--- config.mk ---
export PLATFORM = sky130hd
export DESIGN_NAME = midi_track_event_parser
export DESIGN_NICKNAME = d
export VERILOG_FILES = /design/src/mtep_pkg.sv /design/src/midi_track_event_parser.sv
export SDC_FILE = /design/constraint.sdc
export NUM_CORES = 1
export LEC_CHECK = 0
export BUFFER_PORTS_ARGS = -buffer_cell sky130_fd_sc_hd__buf_4
export CAP_MARGIN = 10
export CORE_ASPECT_RATIO = 0.75
export CORE_MARGIN = 4
export CORE_UTILIZATION = 55
export CTS_BUF_LIST = sky130_fd_sc_hd__clkbuf_4
export DETAILED_ROUTE_END_ITERATION = 8
export PLACE_DENSITY = 0.74
export SYNTH_ARGS = -nofsm -noshare
export SYNTH_HDL_FRONTEND = slang
export SYNTH_SLANG_ARGS = --single-unit
--- constraint.sdc ---
create_clock -name i_clk -period 10.8 [get_ports i_clk]
set_input_delay 0.54 -clock i_clk [delete_from_list [all_inputs] [get_ports i_clk]]
set_output_delay 0.54 -clock i_clk [all_outputs]
set_load 0.01 [all_outputs]
--- src/mtep_pkg.sv ---
`timescale 1ns / 1ps
// ----------------------------------------------------------------------------
// mtep_pkg
// Types and codes shared by the MIDI track event parser: input and result
// item layouts and the record kind codes.
// ----------------------------------------------------------------------------
package mtep_pkg;

    // Record kind codes
    localparam logic [2:0] KIND_CHUNK_LEN = 3'd0;
    localparam logic [2:0] KIND_CHANNEL   = 3'd1;
    localparam logic [2:0] KIND_META      = 3'd2;
    localparam logic [2:0] KIND_TEXT      = 3'd3;
    localparam logic [2:0] KIND_SYSEX     = 3'd4;
    localparam logic [2:0] KIND_END_TRACK = 3'd5;
    localparam logic [2:0] KIND_OTHER     = 3'd6;

    // Status and meta codes
    localparam logic [7:0] STATUS_META   = 8'hFF;
    localparam logic [7:0] STATUS_SYSEX  = 8'hF0;
    localparam logic [7:0] META_END      = 8'h2F;
    localparam logic [7:0] META_SEQ_SPEC = 8'h7F;
    localparam logic [7:0] META_TEXT_LO  = 8'h01;
    localparam logic [7:0] META_TEXT_HI  = 8'h07;
    localparam logic [3:0] HI_NOTE_OFF   = 4'h8;
    localparam logic [3:0] HI_PITCH_BEND = 4'hE;
    localparam logic [3:0] HI_PROGRAM    = 4'hC;
    localparam logic [3:0] HI_PRESSURE   = 4'hD;

    // One input item
    typedef struct packed {
        logic [7:0] data_byte;
        logic       track_start;
    } t_in_item;

    // One result item
    typedef struct packed {
        logic [2:0]  record_kind;
        logic [31:0] delta_time;
        logic [7:0]  status_value;
        logic [7:0]  first_data;
        logic [7:0]  second_data;
        logic [7:0]  meta_kind;
        logic [31:0] body_length;
        logic [31:0] payload_value;
        logic        text_last;
    } t_out_item;

endpackage

--- src/midi_track_event_parser.sv ---
`timescale 1ns / 1ps
// ----------------------------------------------------------------------------
// midi_track_event_parser
// Parses a MIDI track chunk one byte per item: chunk length, then events
// (varlen delta, status, body), a record per length, event or text byte.
// ----------------------------------------------------------------------------
// A result appears in the output register in the cycle after the byte
// that completes it is accepted.
// Throughput: one byte per cycle unless stalled; single-pass state update.
// A result held in the output register under output stall stalls the input.
// Reset: synchronous, active low; parser returns to the chunk length phase.
// A byte with track_start set restarts the parser on that same byte.
module midi_track_event_parser (
    input  logic                 i_clk,
    input  logic                 i_rst_n,
    input  logic                 i_in_valid,
    output logic                 o_in_stall,
    input  mtep_pkg::t_in_item   i_in_data,
    output logic                 o_out_valid,
    input  logic                 i_out_stall,
    output mtep_pkg::t_out_item  o_out_data
);
    import mtep_pkg::*;

    typedef enum logic [10:0] {
        PH_LEN    = 11'b000_0000_0001,
        PH_DELTA  = 11'b000_0000_0010,
        PH_STATUS = 11'b000_0000_0100,
        PH_CH1    = 11'b000_0000_1000,
        PH_CH2    = 11'b000_0001_0000,
        PH_MTYPE  = 11'b000_0010_0000,
        PH_MVLEN  = 11'b000_0100_0000,
        PH_MBLEN  = 11'b000_1000_0000,
        PH_BODY   = 11'b001_0000_0000,
        PH_SVLEN  = 11'b010_0000_0000,
        PH_ENDED  = 11'b100_0000_0000
    } t_phase;

    function automatic logic is_text(input logic [7:0] t);
        is_text = (t >= META_TEXT_LO) && (t <= META_TEXT_HI);
    endfunction

    // Parse state
    t_phase      r_phase,  n_phase;
    logic [1:0]  r_cnt,    n_cnt;
    logic [31:0] r_delta,  n_delta;
    logic [7:0]  r_status, n_status;
    logic [7:0]  r_data,   n_data;
    logic [7:0]  r_meta,   n_meta;
    logic [31:0] r_rem,    n_rem;
    logic [31:0] r_len,    n_len;
    logic [31:0] r_pay,    n_pay;

    // Output register
    logic        r_out_valid;
    t_out_item   r_out;

    // State as seen by this byte (track_start restarts first)
    t_phase      e_phase;
    logic [1:0]  e_cnt;
    logic [31:0] e_delta;
    logic [7:0]  e_status;
    logic [7:0]  e_data;
    logic [7:0]  e_meta;
    logic [31:0] e_rem;
    logic [31:0] e_len;
    logic [31:0] e_pay;

    logic        in_acc;
    logic        res_valid;
    t_out_item   res;

    assign o_in_stall  = r_out_valid && i_out_stall;
    assign in_acc      = i_in_valid && !o_in_stall;
    assign o_out_valid = r_out_valid;
    assign o_out_data  = r_out;

    always_comb begin
        if (i_in_data.track_start) begin
            e_phase  = PH_LEN;
            e_cnt    = 2'd0;
            e_delta  = '0;
            e_status = '0;
            e_data   = '0;
            e_meta   = '0;
            e_rem    = '0;
            e_len    = '0;
            e_pay    = '0;
        end else begin
            e_phase  = r_phase;
            e_cnt    = r_cnt;
            e_delta  = r_delta;
            e_status = r_status;
            e_data   = r_data;
            e_meta   = r_meta;
            e_rem    = r_rem;
            e_len    = r_len;
            e_pay    = r_pay;
        end
    end

    // Single-pass next state and result
    always_comb begin
        logic [7:0]  b;
        logic [31:0] len_v;
        logic [31:0] rem_v;
        logic [31:0] fin_pay;
        logic        do_len;
        logic        do_finish;
        logic        do_next;

        b         = i_in_data.data_byte;
        len_v     = '0;
        rem_v     = e_rem - 32'd1;
        fin_pay   = e_pay;
        do_len    = 1'b0;
        do_finish = 1'b0;
        do_next   = 1'b0;

        n_phase   = e_phase;
        n_cnt     = e_cnt;
        n_delta   = e_delta;
        n_status  = e_status;
        n_data    = e_data;
        n_meta    = e_meta;
        n_rem     = e_rem;
        n_len     = e_len;
        n_pay     = e_pay;
        res_valid = 1'b0;
        res       = '0;

        case (e_phase)
            PH_LEN: begin
                n_pay = {e_pay[23:0], b};
                if (e_cnt == 2'd3) begin
                    res_valid         = 1'b1;
                    res.record_kind   = KIND_CHUNK_LEN;
                    res.payload_value = {e_pay[23:0], b};
                    n_cnt             = 2'd0;
                    do_next           = 1'b1;
                end else begin
                    n_cnt = e_cnt + 2'd1;
                end
            end
            PH_DELTA: begin
                n_delta = {e_delta[24:0], b[6:0]};
                if (!b[7]) begin
                    n_phase = PH_STATUS;
                end
            end
            PH_STATUS: begin
                n_status = b;
                n_data   = '0;
                n_meta   = '0;
                n_len    = '0;
                n_rem    = '0;
                n_pay    = '0;
                if (b[7:4] >= HI_NOTE_OFF && b[7:4] <= HI_PITCH_BEND) begin
                    n_phase = PH_CH1;
                end else if (b == STATUS_META) begin
                    n_phase = PH_MTYPE;
                end else if (b == STATUS_SYSEX) begin
                    n_phase = PH_SVLEN;
                end else begin
                    res_valid        = 1'b1;
                    res.record_kind  = KIND_OTHER;
                    res.delta_time   = e_delta;
                    res.status_value = b;
                    do_next          = 1'b1;
                end
            end
            PH_CH1: begin
                n_data = b;
                if (e_status[7:4] == HI_PROGRAM || e_status[7:4] == HI_PRESSURE) begin
                    res_valid        = 1'b1;
                    res.record_kind  = KIND_CHANNEL;
                    res.delta_time   = e_delta;
                    res.status_value = e_status;
                    res.first_data   = b;
                    do_next          = 1'b1;
                end else begin
                    n_phase = PH_CH2;
                end
            end
            PH_CH2: begin
                res_valid        = 1'b1;
                res.record_kind  = KIND_CHANNEL;
                res.delta_time   = e_delta;
                res.status_value = e_status;
                res.first_data   = e_data;
                res.second_data  = b;
                do_next          = 1'b1;
            end
            PH_MTYPE: begin
                n_meta  = b;
                n_phase = (is_text(b) || b == META_SEQ_SPEC) ? PH_MVLEN : PH_MBLEN;
            end
            PH_MVLEN, PH_SVLEN: begin
                len_v = {e_len[24:0], b[6:0]};
                n_len = len_v;
                do_len = !b[7];
            end
            PH_MBLEN: begin
                len_v  = {24'd0, b};
                n_len  = len_v;
                do_len = 1'b1;
            end
            PH_BODY: begin
                n_rem = rem_v;
                if (e_status == STATUS_META && is_text(e_meta)) begin
                    res_valid        = 1'b1;
                    res.record_kind  = KIND_TEXT;
                    res.delta_time   = e_delta;
                    res.status_value = STATUS_META;
                    res.first_data   = b;
                    res.meta_kind    = e_meta;
                    res.body_length  = e_len;
                    res.text_last    = (rem_v == 32'd0);
                    do_next          = (rem_v == 32'd0);
                end else begin
                    fin_pay   = {e_pay[23:0], b};
                    n_pay     = fin_pay;
                    do_finish = (rem_v == 32'd0);
                end
            end
            default: begin
                // track ended: bytes ignored until restart
            end
        endcase

        // Length complete: empty payload finishes at once
        if (do_len) begin
            n_rem = len_v;
            if (len_v == 32'd0) begin
                do_finish = 1'b1;
            end else begin
                n_phase = PH_BODY;
            end
        end

        // Meta or sysex payload complete
        if (do_finish) begin
            res_valid         = 1'b1;
            res.delta_time    = e_delta;
            res.status_value  = e_status;
            res.body_length   = n_len;
            res.payload_value = fin_pay;
            if (e_status == STATUS_META) begin
                res.meta_kind = e_meta;
                if (e_meta == META_END) begin
                    res.record_kind = KIND_END_TRACK;
                    n_phase         = PH_ENDED;
                end else begin
                    res.record_kind = KIND_META;
                    do_next         = 1'b1;
                end
            end else begin
                res.record_kind = KIND_SYSEX;
                do_next         = 1'b1;
            end
        end

        // Start of next event
        if (do_next) begin
            n_delta = '0;
            n_pay   = '0;
            n_phase = PH_DELTA;
        end
    end

    // Parse state registers
    always_ff @(posedge i_clk) begin
        if (!i_rst_n) begin
            r_phase  <= PH_LEN;
            r_cnt    <= 2'd0;
            r_delta  <= '0;
            r_status <= '0;
            r_data   <= '0;
            r_meta   <= '0;
            r_rem    <= '0;
            r_len    <= '0;
            r_pay    <= '0;
        end else if (in_acc) begin
            r_phase  <= n_phase;
            r_cnt    <= n_cnt;
            r_delta  <= n_delta;
            r_status <= n_status;
            r_data   <= n_data;
            r_meta   <= n_meta;
            r_rem    <= n_rem;
            r_len    <= n_len;
            r_pay    <= n_pay;
        end
    end

    // Output register
    always_ff @(posedge i_clk) begin
        if (!i_rst_n) begin
            r_out_valid <= 1'b0;
        end else if (in_acc) begin
            r_out_valid <= res_valid;
        end else if (!i_out_stall) begin
            r_out_valid <= 1'b0;
        end
    end

    always_ff @(posedge i_clk) begin
        if (in_acc && res_valid) begin
            r_out <= res;
        end
    end

endmodule
==> results.json <==
{
  "synth_nets": 1398,
  "postCtsSetupBuffers": 0,
  "dieHeight_um": 145,
  "dpl.hpwl_um": 25200,
  "post_cts_resized": 0,
  "synthTopCellsByArea": "edfxtp_1 29%, dfxtp_1 24%, a22oi_1 5.2%, a22o_1 4.8%, nor2_1 4.1%",
  "dieArea_mm2": 0.0277,
  "status": "complete, no violations",
  "dr.first_iter.drc_count": 1540,
  "fin_setup_tns_ps": 0,
  "synth_top_cell_area_share_pct": 28.7,
  "place_congestion": 0.950,
  "worst_setup_path_start_kind": "input pin",
  "crit_type": "input pin to register",
  "h-tree-depth": 3,
  "grt_usage_pct": 28.0,
  "leakage_nw": 5.53,
  "post-route-period-util_pct": 50.0,
  "pwr_density_cell_mw_per_mm2": 144,
  "fillerInstances": 1977,
  "whs_ps": 235,
  "port_buffers": 146,
  "yosysWarnings": 0,
  "seq_area_frac_synth_pct": 52.8,
  "antenna_left": 0,
  "drcViolationCount": 0,
  "synth_seq_cells": 298,
  "setup_ws_ps": 5400,
  "synth_edf_count": 132,
  "die-width_um": 191,
  "slew_headroom_pct": 20.9,
  "syn_inst": 1382,
  "netlist_area_mm2": 0.0138,
  "syn_area_per_cell_um2": 9.98,
  "cp.required_ps": 11070,
  "cts_inserted_buffers": 72,
  "clockRootBuffer": "clkbuf_4",
  "io_pins": 147,
  "fin_skew_ps": 61.8,
  "synth.most_common_cell": "dfxtp_1",
  "fmax_ghz": 0.185,
  "p_comb_share_pct": 5.7,
  "min_path_type": "input pin to register",
  "swShare_pct": 24.5,
  "fin_area_mm2": 0.0160,
  "drtPass1Iterations": 8,
  "grt_overflow": 0,
  "p_switching_mw": 0.563,
  "antenna_found_initial": 2,
  "seq_area_mm2": 0.00729,
  "grt_max_degree": 91,
  "path_max_fanout": 72,
  "cts.sinks": 298,
  "num_vias": 12200,
  "finalPower_mw": 2.30,
  "clkSlewWorstSetupHoldPaths_ps": 60,
  "rows": 49,
  "fin_crit_ps": 5400,
  "cts_tree": "done",
  "grt_pass1_vias": 11000,
  "cp-end-kind": "register",
  "slew_violations": 0,
  "p_int_mw": 1.74,
  "ys.flop_type": "dfxtp_1",
  "multi_input_area_mm2": 0.00588,
  "async_flop_share_pct": 0,
  "drive_gt1_share_pct": 20.8,
  "grt_pass1_wl_um": 62800,
  "hold_path_depth": 3,
  "hold_viol": 0,
  "ir_drop_v": 0.0000814,
  "cts_buffer_depth": 3,
  "wirelength_um": 40200,
  "synthTopCellsByCount": "166 x dfxtp_1, 152 x nor2_1, 132 x edfxtp_1",
  "viasPerCell": 6.43,
  "coreArea_mm2": 0.0243,
  "placed_area_mm2": 0.0150,
  "seqPwrFrac_pct": 51.8,
  "initial_core_util_pct": 56.7,
  "final_nets": 1526,
  "crit_arrival_ps": 5680,
  "ctsHoldBuffers": 0,
  "worstMarginPinSlew_ps": 1180,
  "clk_latency_ps": 710,
  "drv_cap": 0,
  "synthDistinctLibCells": 83,
  "dp_worst_setup_slack_ps": 4930,
  "area_delta_synth_final_pct": 16.0,
  "rsz0062_at_grt": "false",
  "yosys.area.top_type": "edfxtp_1",
  "reg2regPathDepth": 11,
  "wl_per_cell_um": 21.2,
  "finalSetupViolCount": 0,
  "p_clk_share_pct": 42.5
}
-- critical path, cell delays in order --
cell and delay, ps:
buf_4 580, inv_1 170, nand2_1 150, ha_1 530, nor4b_2 550, o2111ai_1 200
o21ai_1 290, o2111ai_1 190, nor4b_1 920, a41oi_4 160, buf_4 330, a21oi_4 210
buf_4 710
-- stage by stage --
stage                     std cells  utilization [%]
after floorplan                1382                -
after global placement         1767             61.7
after detailed placement       1767             61.7
after CTS                      1897             65.7
after global routing           1898             65.7
final                          1898             65.7
-- logic make-up (layout without fill, tap and decap cells) --
kind of cell	count (synthesis)	after routing	synth area share, %
other	0	1	0
buffers and inverters	160	344	4.90
adders and majority gates	3	3	0.272
and+or+nand+nor	437	437	16.8
DFF	298	298	52.8
AOI/OAI and AO/OA	477	477	24.8
muxes	2	2	0.145
xor gates and xnor gates	5	5	0.318
-- path summary, 6_finish.rpt --
path	start	end	slack, ps
setup / recovery	i_in_data[0]	o_out_data[88]	5400
hold / removal	i_rst_n	r_rem[22]	230
setup reg to reg	r_rem[1]	o_out_data[88]	5710
hold reg to reg	r_pay[24]	r_pay[24]	480
-- flip-flops by register name (all words and copies together), names as in the netlist --
name and flops:
o_out_valid 1, r_meta 8, r_phase 11, r_data 8, o_out_data 132, r_cnt 2, r_rem 32, r_len 32
r_status 8, r_delta 32, r_pay 32
-- metal layers --
metal / vias to the layer above / GRT usage (%) / part of all wire (%)
met5: - / 0 / 0.022
met2: 761 / 37.1 / 41
li1: 5582 / - / -
met4: 2 / 8.58 / 2.1
met3: 79 / 8.57 / 13
met1: 5780 / 43.7 / 44
-- layout by cell type (no fill, tap or decap), types with 11 or more instances in the layout --
| cell type | count |
|---|---|
| buf_4 | 170 |
| dfxtp_1 | 166 |
| nor2_1 | 147 |
| edfxtp_1 | 132 |
| clkbuf_4 | 105 |
| a22oi_1 | 95 |
| o21ai_0 | 88 |
| a22o_1 | 75 |
| nand2_1 | 59 |
| and2_1 | 44 |
| a31oi_1 | 44 |
| a21oi_1 | 44 |
| inv_1 | 43 |
| nand3_1 | 32 |
| nor3_1 | 31 |
| nor4_1 | 26 |
| clkinv_1 | 18 |
| nand4_1 | 16 |
| a221oi_1 | 16 |
| nor2b_1 | 15 |
| a211oi_1 | 14 |
| o211ai_1 | 11 |
-- cell type report --
type | count | share of cell area, %
tap | 331 | 2.59
inverter | 44 | 1.03
antenna | 1 | 0.0156
sequential | 298 | 45.5
clock buffer | 105 | 4.93
timing repair buffer | 170 | 7.98
clock inverter | 25 | 1.13
multi-input combinational | 924 | 36.8
-- power by group through the flow --
stage	sequential [mW]	combinational, mW	clock [mW]
finish	1.19	0.131	0.977
global route	1.19	0.140	1.06
CTS	1.19	0.127	0.988
detailed placement	1.22	0.127	0
global placement	1.22	0.126	0
floorplan	1.21	0.0967	0
No activity file was read; power rests on OpenSTA's default activity.
